**src/i2cts_pkg.sv**
```systemverilog
// Shared types, widths and constants for the I2C timing divider solver.
package i2cts_pkg;

	localparam int CLK_W   = 25;
	localparam int KHZ_W   = 12;
	localparam int TGT_W   = 22;
	localparam int OPT_W   = 15;
	localparam int SAMP_W  = 4;
	localparam int STEP_W  = 7;
	localparam int PROD_W  = 10;
	localparam int TW_W    = 11;
	localparam int LTW_W   = 9;
	localparam int RATE_W  = 15;

	localparam int DEF_MAX_SAMPLE_COUNT = 8;
	localparam int DEF_MAX_STEP_COUNT   = 64;

	localparam logic [CLK_W-1:0] CLK_RESET = CLK_W'(13650000);
	localparam int HZ_PER_KHZ = 1000;
	localparam int HZ2_PER_KHZ = 2000;

	typedef struct packed {
		logic             bus_index;
		logic [KHZ_W-1:0] requested_khz;
	} req_item_t;

	typedef struct packed {
		logic              bus_tag;
		logic [TW_W-1:0]   timing_word;
		logic [LTW_W-1:0]  low_timing_word;
		logic [RATE_W-1:0] achieved_khz;
		logic              request_error;
	} rsp_item_t;

	typedef struct packed {
		logic             start;
		logic [CLK_W-1:0] dividend;
		logic [TGT_W-1:0] divisor;
	} div_req_t;

	typedef struct packed {
		logic             done;
		logic [CLK_W-1:0] quotient;
	} div_rsp_t;

endpackage

```
**src/i2cts_divider.sv**
```systemverilog
// Radix-2 restoring divider: one quotient bit per cycle.
module i2cts_divider
	import i2cts_pkg::*;
(
	input  logic     clk,
	input  logic     arst_n,
	input  div_req_t req,
	output div_rsp_t rsp
);

	localparam int CNT_W = $clog2(CLK_W);

	logic [CLK_W-1:0] acc_q;
	logic [TGT_W-1:0] rem_q;
	logic [TGT_W-1:0] den_q;
	logic [CNT_W-1:0] cnt_q;
	logic             busy_q;
	logic             done_q;

	logic [TGT_W:0]   trial;
	logic             fits;
	logic [TGT_W:0]   diff;

	assign trial = {rem_q, acc_q[CLK_W-1]};
	assign fits  = trial >= {1'b0, den_q};
	assign diff  = trial - {1'b0, den_q};

	always_ff @(posedge clk or negedge arst_n) begin
		if (!arst_n) begin
			busy_q <= 1'b0;
			done_q <= 1'b0;
			cnt_q  <= '0;
		end else begin
			done_q <= 1'b0;
			if (req.start) begin
				busy_q <= 1'b1;
				cnt_q  <= '0;
			end else if (busy_q) begin
				cnt_q <= cnt_q + 1'b1;
				if (cnt_q == CNT_W'(CLK_W - 1)) begin
					busy_q <= 1'b0;
					done_q <= 1'b1;
				end
			end
		end
	end

	always_ff @(posedge clk) begin
		if (req.start) begin
			acc_q <= req.dividend;
			rem_q <= '0;
			den_q <= req.divisor;
		end else if (busy_q) begin
			// shift the next dividend bit in, the quotient bit in at the bottom
			acc_q <= {acc_q[CLK_W-2:0], fits};
			rem_q <= fits ? diff[TGT_W-1:0] : trial[TGT_W-1:0];
		end
	end

	assign rsp.done     = done_q;
	assign rsp.quotient = acc_q;

endmodule

```
**src/i2c_timing_divider_solver.sv**
```systemverilog
// I2C timing divider solver: top level with sequencer and output register.
//
//  channel | direction | handshake               | payload
//  in      | to block  | in_valid / in_stall     | in_data  (req_item_t)
//  out     | from block| out_valid / out_stall   | out_data (rsp_item_t)
//  cfg     | to block  | cfg_wr_en               | cfg_wr_data (bus_clock_hz)
//
// A request runs up to three divisions on the shared radix-2 divider and a search
// over the sample counts; when no sample count fits, the search saturates and skips
// the step division. A zero request skips the divisions and goes straight to done.
// After reset the clock register holds 13650000 Hz and the block is idle.
// A new request is taken while a result still waits in the output register.
// Output stall only holds the block once a second result is ready.
module i2c_timing_divider_solver
	import i2cts_pkg::*;
#(
	parameter int MAX_SAMPLE_COUNT = DEF_MAX_SAMPLE_COUNT,
	parameter int MAX_STEP_COUNT   = DEF_MAX_STEP_COUNT
) (
	input  logic             clk,
	input  logic             arst_n,
	input  logic             cfg_wr_en,
	input  logic [CLK_W-1:0] cfg_wr_data,
	input  logic             in_valid,
	output logic             in_stall,
	input  req_item_t        in_data,
	output logic             out_valid,
	input  logic             out_stall,
	output rsp_item_t        out_data
);

	localparam logic [2:0] ST_IDLE  = 3'd0;
	localparam logic [2:0] ST_TGT   = 3'd1;
	localparam logic [2:0] ST_OPT   = 3'd2;
	localparam logic [2:0] ST_SRCH  = 3'd3;
	localparam logic [2:0] ST_STEP  = 3'd4;
	localparam logic [2:0] ST_MUL   = 3'd5;
	localparam logic [2:0] ST_RATE  = 3'd6;
	localparam logic [2:0] ST_DONE  = 3'd7;

	localparam logic [SAMP_W-1:0] SAMP_MAX = SAMP_W'(MAX_SAMPLE_COUNT);
	localparam logic [STEP_W-1:0] STEP_MAX = STEP_W'(MAX_STEP_COUNT);

	logic [2:0]        state_q;
	logic [CLK_W-1:0]  bus_clk_q;
	logic              tag_q;
	logic [KHZ_W-1:0]  khz_q;
	logic              err_q;
	logic [OPT_W-1:0]  opt_q;
	logic [SAMP_W-1:0] samp_q;
	logic [STEP_W-1:0] step_q;
	logic [RATE_W-1:0] rate_q;
	logic              out_valid_q;
	rsp_item_t         out_data_q;
	logic              div_start_q;
	logic [CLK_W-1:0]  div_dividend_q;
	logic [TGT_W-1:0]  div_divisor_q;
	div_req_t          div_req;
	div_rsp_t          div_rsp;

	logic              in_xfer;
	logic              out_free;
	logic [PROD_W:0]   limit;
	logic              opt_fits;
	logic              div_start;
	logic [SAMP_W-1:0] samp_m1;
	logic [STEP_W-1:0] step_m1;

	i2cts_divider u_div (
		.clk    (clk),
		.arst_n (arst_n),
		.req    (div_req),
		.rsp    (div_rsp)
	);

	assign div_req  = {div_start_q, div_dividend_q, div_divisor_q};
	assign in_stall = state_q != ST_IDLE;
	assign in_xfer  = in_valid && !in_stall;
	assign out_free = !out_valid_q || !out_stall;
	assign limit    = (PROD_W+1)'(STEP_MAX) * (PROD_W+1)'(samp_q);
	assign opt_fits = opt_q <= {{(OPT_W-PROD_W-1){1'b0}}, limit};
	// the target is ready in the cycle after the transfer
	assign div_start = (state_q == ST_TGT) || (state_q == ST_SRCH && opt_fits)
		|| (state_q == ST_MUL);
	assign samp_m1  = samp_q - 1'b1;
	assign step_m1  = step_q - 1'b1;

	always_ff @(posedge clk or negedge arst_n) begin
		if (!arst_n) begin
			bus_clk_q <= CLK_RESET;
		end else if (cfg_wr_en) begin
			bus_clk_q <= cfg_wr_data;
		end
	end

	always_ff @(posedge clk or negedge arst_n) begin
		if (!arst_n) begin
			state_q     <= ST_IDLE;
			out_valid_q <= 1'b0;
			div_start_q <= 1'b0;
		end else begin
			div_start_q <= div_start;
			if (state_q == ST_DONE && out_free) begin
				out_valid_q <= 1'b1;
			end else if (!out_stall) begin
				out_valid_q <= 1'b0;
			end
			case (state_q)
				ST_IDLE: begin
					if (in_xfer) begin
						state_q <= (in_data.requested_khz == '0) ? ST_DONE : ST_TGT;
					end
				end
				ST_TGT: begin
					state_q <= ST_OPT;
				end
				ST_OPT: begin
					if (div_rsp.done) begin
						state_q <= ST_SRCH;
					end
				end
				ST_SRCH: begin
					if (opt_fits) begin
						state_q <= ST_STEP;
					end else if (samp_q == SAMP_MAX) begin
						state_q <= ST_MUL;
					end
				end
				ST_STEP: begin
					if (div_rsp.done) begin
						state_q <= ST_MUL;
					end
				end
				ST_MUL: begin
					state_q <= ST_RATE;
				end
				ST_RATE: begin
					if (div_rsp.done) begin
						state_q <= ST_DONE;
					end
				end
				ST_DONE: begin
					if (out_free) begin
						state_q <= ST_IDLE;
					end
				end
				default: begin
					state_q <= ST_IDLE;
				end
			endcase
		end
	end

	always_ff @(posedge clk) begin
		case (state_q)
			ST_IDLE: begin
				if (in_xfer) begin
					tag_q <= in_data.bus_index;
					khz_q <= in_data.requested_khz;
					err_q <= in_data.requested_khz == '0;
				end
			end
			ST_TGT: begin
				div_dividend_q <= {1'b0, bus_clk_q[CLK_W-1:1]}
					+ {{(CLK_W-TGT_W){1'b0}}, TGT_W'(khz_q * HZ_PER_KHZ)} - 1'b1;
				div_divisor_q  <= TGT_W'(khz_q * HZ_PER_KHZ);
			end
			ST_OPT: begin
				if (div_rsp.done) begin
					// a clock below 2 Hz gives a zero divider: raise it to 1
					opt_q  <= (div_rsp.quotient == '0) ? OPT_W'(1) : div_rsp.quotient[OPT_W-1:0];
					samp_q <= SAMP_W'(1);
				end
			end
			ST_SRCH: begin
				if (opt_fits) begin
					div_dividend_q <= CLK_W'(opt_q) + CLK_W'(samp_m1);
					div_divisor_q  <= TGT_W'(samp_q);
				end else if (samp_q == SAMP_MAX) begin
					step_q <= STEP_MAX;
				end else begin
					samp_q <= samp_q + 1'b1;
				end
			end
			ST_STEP: begin
				if (div_rsp.done) begin
					step_q <= div_rsp.quotient[STEP_W-1:0];
				end
			end
			ST_MUL: begin
				div_dividend_q <= bus_clk_q;
				div_divisor_q  <= TGT_W'(samp_q * step_q * HZ2_PER_KHZ);
			end
			ST_RATE: begin
				if (div_rsp.done) begin
					rate_q <= div_rsp.quotient[RATE_W-1:0];
				end
			end
			ST_DONE: begin
				if (out_free) begin
					out_data_q.bus_tag       <= tag_q;
					out_data_q.request_error <= err_q;
					if (err_q) begin
						out_data_q.timing_word     <= '0;
						out_data_q.low_timing_word <= '0;
						out_data_q.achieved_khz    <= '0;
					end else begin
						out_data_q.timing_word     <= {samp_m1[2:0], 2'b00, step_m1[5:0]};
						out_data_q.low_timing_word <= {samp_m1[2:0], step_m1[5:0]};
						out_data_q.achieved_khz    <= rate_q;
					end
				end
			end
			default: begin
			end
		endcase
	end

	assign out_valid = out_valid_q;
	assign out_data  = out_data_q;

	property p_done_in_wait;
		@(posedge clk) disable iff (!arst_n)
		div_rsp.done |-> (state_q == ST_OPT || state_q == ST_STEP || state_q == ST_RATE);
	endproperty
	a_done_in_wait: assert property (p_done_in_wait)
		else $error("divider finished outside a wait state");

	property p_busy_after_xfer;
		@(posedge clk) disable iff (!arst_n)
		in_xfer |=> state_q != ST_IDLE;
	endproperty
	a_busy_after_xfer: assert property (p_busy_after_xfer)
		else $error("sequencer idle after an input transfer");

	property p_error_zeroes;
		@(posedge clk) disable iff (!arst_n)
		(out_valid && out_data.request_error) |->
			(out_data.achieved_khz == '0 && out_data.timing_word == '0);
	endproperty
	a_error_zeroes: assert property (p_error_zeroes)
		else $error("error result carries non-zero fields");

	property p_step_fits;
		@(posedge clk) disable iff (!arst_n)
		(state_q == ST_STEP && div_rsp.done) |->
			div_rsp.quotient <= CLK_W'(MAX_STEP_COUNT);
	endproperty
	a_step_fits: assert property (p_step_fits)
		else $error("step count above its limit");

endmodule

```
**config.mk**
```make
export PLATFORM = sky130hd
export DESIGN_NAME = i2c_timing_divider_solver
export DESIGN_NICKNAME = d
export VERILOG_FILES = /design/src/i2cts_pkg.sv /design/src/i2cts_divider.sv /design/src/i2c_timing_divider_solver.sv
export SDC_FILE = /design/constraint.sdc
export NUM_CORES = 1
export LEC_CHECK = 0
export BUFFER_PORTS_ARGS = -buffer_cell sky130_fd_sc_hd__buf_2
export CORE_ASPECT_RATIO = 0.9
export CORE_UTILIZATION = 45
export CTS_CLUSTER_SIZE = 20
export DETAILED_ROUTE_END_ITERATION = 12
export PLACE_DENSITY = 0.6
export SLEW_MARGIN = 20
export SYNTH_ARGS = -nofsm -noshare
export SYNTH_HDL_FRONTEND = slang
export SYNTH_SLANG_ARGS = --single-unit
```
**constraint.sdc**
```tcl
create_clock -name clk -period 10.26 [get_ports clk]
set_clock_uncertainty 0.15 [all_clocks]
set_input_delay 3.078 -clock clk [delete_from_list [all_inputs] [get_ports clk]]
set_output_delay 3.078 -clock clk [all_outputs]
set_load 0.03 [all_outputs]
```
* Word-level counts from Yosys, hierarchy flattened *
Cells that the tools add are included.

word-level totals
  flip-flop bits (word level) = 236
  latch bits = 0
  bits in read-only memories = 0
  memories kept = 0
  output and inout port bits = 39
  bits in writable memories = 0
  input port bits = 43

operators by class
  shift-type cells = 0
  equality and inequality tests = 20
  $lt $le $gt $ge = 2
  divide/modulo/power cells = 0
  muxes and demuxes = 34
  multipliers = 3
  reduce and logical (&&, ||, !) cells = 25
  add/sub/neg operators = 8
  bitwise gates (word level) = 0

operators by type and width
  kind                     number
  $mux W25                 3
  $pmux W25 S3             1
  $pmux W22 S3             1
  $mux W22                 2
  $add A24 B22 Y25         1
  $logic_not A25 Y1        1
  $sub A25 B1 Y25 const B  1
  $mux W3                  8
  $pmux W3 S8              1
  $ge A23 B22 Y1           1
  $sub A22 B22 Y22         1
  $mux W7                  3
  $mul A12 B7 Y19 const B  1
  $mul A11 B7 Y18 const B  1
  $add A15 B4 Y16          1
  $le A15 B10 Y1           1
  $pmux W7 S2              1
  $eq A3 B3 Y1 const B     4
  $logic_not A12 Y1        1
  $mux W4                  3
  $mul A4 B7 Y11           1
  $mux W5                  2
  $ne A2 B1 Y1 const B     5
  $ne A2 B2 Y1 const B     5
  other kinds (20)         42

* Logic depth before layout (Yosys ltp) *
Gate-level depths: netlist (run 1).

  depth after elaboration = 5
  mapped depth = 29
  gate-level depth less buffers = 28

* Hierarchy *
Synthesis (run 1) repeated with hierarchy kept, for this count alone.

second synthesis, totals
  cells, all modules = 1693
  area, all modules = 17206.5 µm²

modules (own cells, without submodules)
  module                     sequential area each (µm²)  times used  cells each  area each (µm²)
  i2c_timing_divider_solver  4603.2                      1           1276        12919.9
  i2cts_divider              2026.9                      1           417         4286.6

* Worst setup path before layout (run 1) *
OpenSTA, ideal clock, no wires.

  kind = reg-to-reg
  start = register samp_q[2]
  end = register div_divisor_q[21], data pin
  path slack = 3.319 ns
  library setup time = 0.271 ns
  period minus slack after synthesis = 6.941 ns
  buffers on the path = 1
  cell stages (with the launch flop) = 28
  arrival = 6.519 ns
  path through = edfxtp_1 > clkbuf_1 > nand2_1 > fa_1 > inv_1 > fa_1 > ha_1 > a21o_1 > a21oi_1 > o21ai_0 > a21oi_1 > nor2_1 > o21a_1 > nor2_1 > xor2_1 > fa_1 > fa_1 > inv_1 > fa_1 > ha_1 > ha_1 > a21oi_1 > o21bai_1 > a21oi_1 > nor2b_1 > a311oi_1 > xnor2_1 > o22ai_1

on the way
  cells in the longest elaborated chain, start to end = 3

ends and longest elaborated chain
  item                      RTL line                          RTL
  start: declaration        i2c_timing_divider_solver.sv:50   logic [SAMP_W-1:0] samp_q;
  start signal: assignment  i2c_timing_divider_solver.sv:182  samp_q <= samp_q + 1'b1;
  $mul A4 B7 Y11            i2c_timing_divider_solver.sv:192  div_divisor_q <= TGT_W'(samp_q * step_q * HZ2_PER_KHZ);
  $mul A11 B7 Y18           i2c_timing_divider_solver.sv:192
  $pmux W22 S3              i2c_timing_divider_solver.sv:155  case (state_q)
  end signal: assignment    i2c_timing_divider_solver.sv:166  div_divisor_q <= TGT_W'(khz_q * HZ_PER_KHZ);
  end signal: assignment    i2c_timing_divider_solver.sv:178  div_divisor_q <= TGT_W'(samp_q);
  end signal: assignment    i2c_timing_divider_solver.sv:192
  end: declaration          i2c_timing_divider_solver.sv:57   logic [TGT_W-1:0] div_divisor_q;

No other way between the ends.
A chain may end at the register's enable or synchronous reset.

* Final worst setup path (run 1) *
  start = register samp_q[3]
  end = register div_divisor_q[21], data pin

Same word-level chain as after synthesis.

==> results of run 1 <==
## stage by stage
step           utilization, %  cells  hold WS [ns]  setup WS [ns]  cell area (um^2)
2_1_floorplan               -   1639         0.250           3.32             16900
3_3_place_gp             48.3   2137         0.253           2.91             17600
3_5_place_dp             48.3   2137         0.256           2.84             17600
4_1_cts                  50.6   2185         0.268           2.77             18500
5_1_grt                  50.6   2185         0.274           2.20             18500
6_report                 50.6   2186         0.266           2.76             18500
## kinds of logic (layout without fill, tap and decap cells)
family	count (synthesis)	after routing	share of synthesized area, %
DFF	234	234	39.3
xor gates and xnor gates	102	102	5.30
muxes	40	40	2.58
AOI/OAI and AO/OA	309	309	11.9
buffers and inverters	316	386	7.43
and+or+nand+nor	380	380	10.9
other	1	3	0.0222
adders and majority gates	256	256	22.5
## cell type report
cell class / count / area (um^2) / area share (%)
clock inverter: 13 / 116 / 0.630
timing repair buffer: 90 / 480 / 2.60
sequential: 234 / 6630 / 35.9
clock buffer: 35 / 716 / 3.87
inverter: 248 / 931 / 5.04
tap: 476 / 596 / 3.22
multi-input combinational: 1089 / 9010 / 48.7
antenna: 1 / 2.50 / 0.0135
## cells in the mapped netlist (7+ instances only)
cell / n
o211ai_1: 7
a311oi_1: 10
nor3_1: 21
and2_1: 27
edfxtp_1: 175
mux2i_1: 12
fa_1: 79
o221ai_1: 9
a22oi_1: 9
o21bai_1: 9
a31oi_1: 7
dfstp_2: 7
clkbuf_1: 50
nand4_1: 11
o21a_1: 14
mux2_2: 28
nor2b_1: 29
ha_1: 176
a21oi_1: 65
xnor2_1: 58
nor4_1: 12
o22ai_1: 23
nor2_1: 103
a21o_1: 20
or3_1: 8
a211oi_1: 17
inv_1: 248
dfxtp_1: 22
nand2b_1: 21
buf_4: 11
dfrtp_1: 30
o31ai_1: 10
and3_1: 13
o21ai_0: 76
xor2_1: 44
nand2_1: 101
nand3_1: 16
## path summary, 6_finish.rpt
kind / depth (start not counted) / slack (ns) / end / from
worst max-delay path: 27 / 2.76 / div_divisor_q[21] / samp_q[3]
worst min-delay path: 0 / 0.27 / u_div.den_q[19] / div_divisor_q[19]
worst max register to register: 27 / 2.76 / div_divisor_q[21] / samp_q[3]
worst min register to register: 0 / 0.27 / u_div.den_q[19] / div_divisor_q[19]
max in group asynchronous: 1 / 7.15 / bus_clk_q[13] / arst_n
min in group asynchronous: 1 / 2.39 / out_valid / arst_n
## routing by layer
metal | track usage (%) | up-vias | wire, um
met2 | 34.5 | 279 | 17700
met5 | 0 | - | 0
li1 | - | 5751 | -
met3 | 3.85 | 52 | 2550
met1 | 30.5 | 5787 | 18500
met4 | 5.06 | 0 | 890
## registers in the layout, indices dropped and copies added, names as in the netlist, 3 cells and up
signal	flops
bus_clk_q	25
div_dividend_q	25
div_divisor_q	22
khz_q	12
opt_q	15
out_data	26
rate_q	15
samp_q	4
state_q	3
step_q	7
u_div.acc_q	25
u_div.cnt_q	5
u_div.den_q	22
u_div.rem_q	22
==> impl_metrics.py, run 1 <==
metrics = {
    "run_status": {
        "outcome": "finished clean",
    },
    "clocking": {
        "numCtsBuffers": 26,
        "htree_levels": 1,
        "cts_tree": "done",
        "cts_buffer_depth": 3,
        "cts_sinks": 234,
        "hold_buffers": 0,
        "cts.reportedPaths.clkPinSlew_ns": 0.06,
        "root_buffer": "clkbuf_16",
        "cts_setup_buffers": 0,
        "ctsResizeCount": 0,
        "clk_latency_ns": 0.53,
    },
    "drt": {
        "remaining_drc_errors": 0,
        "dr.pass1.iters": 5,
        "drt.antenna.violating_nets": 0,
        "vias": 11900,
        "drtIter0Drc": 623,
        "drt_wl_total_um": 39700,
        "wire_per_inst_um": 18.1,
        "via_per_inst": 5.43,
    },
    "yosys": {
        "yosys-top-cells-area": "edfxtp_1, ha_1, fa_1, inv_1, dfrtp_1",
        "synthCells": 1638,
        "synthFlopType": "edfxtp_1",
        "syn_avg_cell_area_um2": 10.3,
        "async_flop_share_pct": 15.8,
        "synth_top_cell_by_area": "edfxtp_1",
        "ys_warn_count": 0,
        "yosysSeqAreaShare_pct": 39.3,
        "synth.cell_area_um2": 16900,
        "ys_ff_latch": 234,
        "synth-edff-count": 175,
        "synth.distinct_cells": 75,
        "synth_top_area_share_pct": 31.2,
    },
    "critical_path": {
        "crit_slowest_cell": "fa_1",
        "crit_family": "adder cells",
        "slowest_delay_ns": 0.54,
        "crit_type": "flop to flop",
        "critical_path_arrival_ns": 7.60,
        "cp-end-kind": "flop",
        "path_max_fanout": 8,
        "crit_buf_inv": 4,
        "cp.required_ns": 10.36,
        "crit_top_cell": "fa_1",
        "startpoint_type": "flop",
    },
    "timing": {
        "worst_pin_slew_ns": 0.867,
        "post-route-period-util_pct": 73.1,
        "setup-violations-final": 0,
        "period_minus_slack_ns": 7.50,
        "maxSlewViolCount": 0,
        "rsz0062_at_grt": "false",
        "finalSetupTns_ns": 0,
        "slew_headroom_pct": 41.7,
        "hold_viol": 0,
        "fmax_ghz": 0.133,
    },
    "layout": {
        "fillerInstances": 3388,
        "area_delta_synth_final_pct": 9.62,
        "layout-drive-gt1-share_pct": 10.3,
        "layout_common_cells": "inv_1, ha_1, edfxtp_1",
        "layout_commonest_cell": "inv_1",
        "finalNetCount": 1987,
    },
    "die": {
        "dieArea_um2": 38200,
        "ioPinCount": 82,
        "num_rows": 66,
        "die_h_um": 186,
        "core_um2": 36500,
        "fp.dieW_um": 206,
        "start_util_pct": 46.2,
    },
    "grt": {
        "grt_first_pass_wirelength_um": 64200,
        "grt_overflow": 0,
        "grt_use_total_pct": 21.6,
        "grt_max_degree": 54,
        "antenna_found_initial": 1,
        "grt_pass1_vias": 11800,
    },
    "place": {
        "dp_hpwl_um": 30500,
        "place_congestion": 0.903,
        "portBuffers": 79,
    },
    "job": {
        "drv_cap": 0,
    },
    "worst_hold_path": {
        "hp-class": "flop to flop",
    },
}
Power of run 1 is not shown: default switching activity piles up to over one toggle a cycle in this logic, so the estimate is an artifact.
==> inputs of run 2 (changes only) <==
Settings changed: ABC_AREA from default to 1, PLACE_DENSITY 0.6 to 0.62.
Clock period 10.26 ns to 6.2 ns, I/O delays scaled along.
==> impl_metrics.py, run 2 <==
metrics = {
    "critical_path": {
        "startpoint_type": "flop",
        "startpoint": "step_q[3]",
        "crit_type": "flop to flop",
        "path_max_fanout": 4,
        "critical_path_arrival_ns": 6.41,
        "crit_slowest_cell": "fa_1",
        "cp.required_ns": 6.48,
        "r2r-end": "div_divisor_q[21]",
        "slowest_delay_ns": 0.57,
        "cp-end-kind": "flop",
        "critical_path.reg2reg.startpoint": "step_q[3]",
        "r2r_cells": 31,
        "ff2ff_setup_slack_ns": 0.06,
    },
    "clocking": {
        "cts_tree": "done",
        "clk_latency_ns": 0.58,
        "root_buffer": "clkbuf_16",
        "htree_levels": 1,
        "numCtsBuffers": 29,
        "cts_sinks": 234,
        "cts.reportedPaths.clkPinSlew_ns": 0.07,
        "cts_buffer_depth": 3,
    },
    "die": {
        "core_um2": 39800,
        "dieArea_um2": 41500,
        "num_rows": 69,
        "fp.dieW_um": 215,
        "ioPinCount": 82,
        "die_h_um": 193,
        "start_util_pct": 46.0,
    },
    "yosys": {
        "synth.most_common_cell": "nand2_1",
        "synth_top_area_share_pct": 28.7,
        "syn_avg_cell_area_um2": 8.18,
        "synthCells": 2239,
        "yosysSeqAreaShare_pct": 36.2,
        "ys_ff_latch": 234,
        "synthFlopType": "edfxtp_1",
        "ys_top_cells_by_count": "nand2_1, inv_1, ha_1",
        "synth-edff-count": 175,
        "synth_top_cell_by_area": "edfxtp_1",
        "synth.cell_area_um2": 18300,
        "ys_warn_count": 0,
        "yosys-top-cells-area": "edfxtp_1, ha_1, nand2_1, inv_1, fa_1",
        "synth.distinct_cells": 54,
        "async_flop_share_pct": 15.8,
    },
    "layout": {
        "layout-drive-gt1-share_pct": 17.3,
        "finalNetCount": 2692,
        "layout_commonest_cell": "nand2_1",
        "area_delta_synth_final_pct": 17.0,
        "layout_common_cells": "nand2_1, inv_1, edfxtp_1",
        "diodes": 0,
        "fin_util_pct": 53.9,
        "largest_reg_flops": 26,
    },
    "grt": {
        "grt_first_pass_wirelength_um": 77500,
        "grt_max_degree": 57,
        "grt_pass1_vias": 14900,
        "antenna_found_initial": 1,
        "grt_use_total_pct": 23.3,
        "grt_overflow": 0,
    },
    "place": {
        "dp_worst_setup_slack_ns": -0.212,
        "dp_hpwl_um": 36600,
        "portBuffers": 79,
        "place_congestion": 0.922,
    },
    "timing": {
        "setup-violations-final": 0,
        "worst_pin_slew_ns": 0.864,
        "hold_viol": 0,
        "period_minus_slack_ns": 6.14,
        "fmax_ghz": 0.163,
        "post-route-period-util_pct": 99.0,
        "fin_ws_ns": 0.0638,
        "slew_headroom_pct": 42.4,
        "finalSetupTns_ns": 0,
        "rsz0062_at_grt": "true",
        "maxSlewViolCount": 0,
    },
    "drt": {
        "drt_wl_total_um": 47700,
        "vias": 15100,
        "wire_per_inst_um": 16.2,
        "drtIter0Drc": 1126,
        "remaining_drc_errors": 0,
        "dr.pass1.iters": 5,
        "via_per_inst": 5.12,
        "drt.antenna.violating_nets": 0,
    },
    "worst_hold_path": {
        "holdPathStages": 0,
        "hp-class": "flop to flop",
        "min_from": "div_divisor_q[17]",
        "whs_endpoint": "u_div.den_q[17]",
    },
    "job": {
        "drv_cap": 0,
    },
    "run_status": {
        "outcome": "finished clean",
    },
}
==> run 2: changes by cell type after synthesis, sizes merged, moves of 38 or more <==
cell and change:
nand3 +113, inv +195, a21oi +39, nand2 +462, xnor2 -38, nor2 +43
==> run 2: critical path: cells and delay by family (launching register included) <==
| family | cells | cell delay (ns) |
|---|---|---|
| buffers and inverters | 7 | 0.46 |
| DFF | 1 | 0.45 |
| adders and majority gates | 8 | 3.34 |
| xor gates and xnor gates | 1 | 0.17 |
| AOI/OAI and AO/OA | 4 | 0.59 |
| and+or+nand+nor | 11 | 0.82 |
==> run 2: logic make-up after synthesis <==
| group | share of synthesized area (%) |
|---|---|
| AND/OR/NAND/NOR | 22.5 |
| buffers and inverters | 11.0 |
| AO/OA/AOI/OAI | 7.72 |
| adder cells (fa/ha/maj) | 20.7 |
| flip-flops | 36.2 |
| XOR/XNOR | 1.95 |
| other | 0.0205 |
==> run 2: cell type report <==
cell class | instances | area, um^2
Clock inverter | 21 | 185
Timing Repair Buffer | 187 | 1230
Tap cell | 532 | 666
Fill cell | 3763 | 18400
Sequential cell | 234 | 6630
Multi-Input combinational cell | 1497 | 10300
Inverter | 445 | 1670
Clock buffer | 32 | 737
==> run 2: repair_timing <==
item                       4_1_cts  5_1_grt
buffers inserted                 4       23
pin swaps                        6       67
hold buffers                     0        0
setup endpoints to repair       12       23
hold endpoints to repair         0        0
resized for setup               32      125
cloned                           0        0
==> run 2: per-stage QoR <==
step	hold slack (ns)	cells	cell area, um^2
2_1_floorplan	0.250	2240	18300
3_3_place_gp	0.251	2868	19700
3_5_place_dp	0.255	2868	19700
4_1_cts	0.269	2925	20800
5_1_grt	0.271	2948	21400
6_report	0.267	2948	21400
==> run 2: how the worst max path moves through the flow <==
stage / end / slack [ns] / depth (start not counted)
6_report: div_divisor_q[21] / 0.06 / 31
5_1_grt: div_divisor_q[21] / -0.30 / 29
4_1_cts: div_divisor_q[21] / 0.03 / 29
3_5_place_dp: div_divisor_q[21] / -0.21 / 25
3_3_place_gp: div_divisor_q[20] / -0.13 / 23
2_1_floorplan: div_divisor_q[20] / 0.04 / 29
==> run 2: per-layer routing <==
| metal | share of wire (%) | up-vias | wire length, um | track usage (%) |
|---|---|---|---|---|
| li1 | - | 7501 | - | - |
| met1 | 47 | 7148 | 22300 | 33.2 |
| met2 | 45 | 401 | 21300 | 36.7 |
| met3 | 6.9 | 51 | 3280 | 4.31 |
| met4 | 1.9 | 0 | 902 | 5.03 |
| met5 | 0 | - | 0 | 0 |
Power of run 2 is left out for the same reason.
==> inputs of run 3 (changes only) <==
Settings changed: CORE_UTILIZATION 45 to 60, PLACE_DENSITY 0.62 to 0.76.
Clock period 6.2 ns to 6.45 ns, I/O delays scaled along.
==> impl_metrics.py, run 3 (same netlist as run 2, synthesis figures left out) <==
metrics = {
    "layout": {
        "finalNetCount": 2618,
        "final_cells": 2743,
        "largest_reg_flops": 26,
        "fillerInstances": 2468,
        "fin_area_um2": 20400,
        "layout_common_cells": "nand2_1, inv_1, edfxtp_1",
        "ff_latch_area_um2": 6630,
        "multi_input_area_um2": 10100,
        "layout-drive-gt1-share_pct": 12.3,
        "diodes": 0,
        "layout_commonest_cell": "nand2_1",
        "fin_util_pct": 68.1,
        "area_delta_synth_final_pct": 11.4,
    },
    "die": {
        "dieArea_um2": 31200,
        "start_util_pct": 61.2,
        "num_rows": 60,
        "die_h_um": 168,
        "ioPinCount": 82,
        "core_um2": 30000,
        "fp.dieW_um": 186,
    },
    "critical_path": {
        "path_max_fanout": 5,
        "setup.worst_path.end": "div_divisor_q[18]",
        "ff2ff_setup_slack_ns": 0.23,
        "critical_path_arrival_ns": 6.37,
        "r2r_cells": 29,
        "critical_path.reg2reg.startpoint": "samp_q[3]",
        "startpoint": "samp_q[3]",
        "cp-end-kind": "flop",
        "crit_slowest_cell": "fa_1",
        "slowest_delay_ns": 0.53,
        "r2r-end": "div_divisor_q[18]",
        "crit_type": "flop to flop",
        "cp.required_ns": 6.60,
        "startpoint_type": "flop",
        "crit_top_cell": "nand2_1",
    },
    "clocking": {
        "numCtsBuffers": 26,
        "cts_buffer_depth": 3,
        "cts.reportedPaths.clkPinSlew_ns": 0.07,
        "htree_levels": 1,
        "root_buffer": "clkbuf_16",
        "clk_latency_ns": 0.56,
        "cts_tree": "done",
        "hold_buffers": 0,
        "cts_sinks": 234,
    },
    "grt": {
        "grt_pass1_vias": 14500,
        "antenna_found_initial": 1,
        "grt_first_pass_wirelength_um": 73000,
        "grt_overflow": 0,
        "grt_use_total_pct": 30.0,
        "grt_max_degree": 57,
    },
    "worst_hold_path": {
        "hp-class": "flop to flop",
    },
    "job": {
        "drv_cap": 0,
    },
    "drt": {
        "via_per_inst": 5.46,
        "dr.pass1.iters": 5,
        "vias": 15000,
        "drt.antenna.violating_nets": 0,
        "wire_per_inst_um": 16.3,
        "drtIter0Drc": 1152,
        "drt_wl_total_um": 44800,
        "remaining_drc_errors": 0,
    },
    "run_status": {
        "outcome": "finished clean",
    },
    "timing": {
        "slew_headroom_pct": 34.7,
        "setup-violations-final": 0,
        "worst_pin_slew_ns": 0.980,
        "fin_ws_ns": 0.233,
        "rsz0062_at_grt": "true",
        "fmax_ghz": 0.161,
        "period_minus_slack_ns": 6.22,
        "hold_viol": 0,
        "post-route-period-util_pct": 96.4,
        "maxSlewViolCount": 0,
    },
    "place": {
        "place_congestion": 0.955,
        "place_inst": 2689,
        "place_area_um2": 19100,
        "portBuffers": 79,
        "dp_worst_setup_slack_ns": 0.0452,
        "dp_hpwl_um": 34600,
    },
}
## run 3: area by class of cell
type	instances	share of cell area, %
Clock inverter	20	1.00
Multi-Input combinational cell	1497	49.3
Timing Repair Buffer	116	3.34
Sequential cell	234	32.5
Tap cell	403	2.47
Inverter	445	8.19
Clock buffer	28	3.23
## run 3: stage by stage
stage / TNS (ns) / hold slack [ns]
CTS: 0 / 0.269
finish: 0 / 0.262
detailed placement: 0 / 0.257
global placement: 0 / 0.250
global route: -0.227 / 0.273
floorplan: 0 / 0.250
## run 3: worst max-delay path: cells and delay by family (launching register included)
family / cells / cell delay, ns
adder cells (fa/ha/maj): 8 / 3.43
AND/OR/NAND/NOR: 13 / 1.12
flip-flops: 1 / 0.48
buffers and inverters: 6 / 0.38
XOR/XNOR: 2 / 0.38
## run 3: worst min-delay path by stage
| stage | from | slack, ns | end | cells after the start |
|---|---|---|---|---|
| final | div_divisor_q[19] | 0.26 | u_div.den_q[19] | 0 |
| after global routing | div_divisor_q[19] | 0.27 | u_div.den_q[19] | 0 |
| after CTS | div_divisor_q[19] | 0.27 | u_div.den_q[19] | 0 |
| after detailed placement | div_divisor_q[11] | 0.26 | u_div.den_q[11] | 0 |
| after global placement | div_divisor_q[10] | 0.25 | u_div.den_q[10] | 0 |
| after floorplan | tag_q | 0.25 | out_data[36] | 0 |
## run 3: timing repair
action | 4_1_cts | 5_1_grt
setup endpoints to repair | 3 | 18
pin swaps | 0 | 29
buffers inserted | 0 | 6
resized for setup | 1 | 82
cloned | 0 | 0
endpoints found under the hold margin | 0 | 0
## run 3: routing by layer
layer	vias up	share of wire [%]	global-route usage, %
met4	0	2.9	8.20
met3	72	7.1	4.41
met5	-	0	0
li1	7352	-	-
met1	7045	45	42.2
met2	497	45	48.5
Power of run 3 is left out for the same reason.
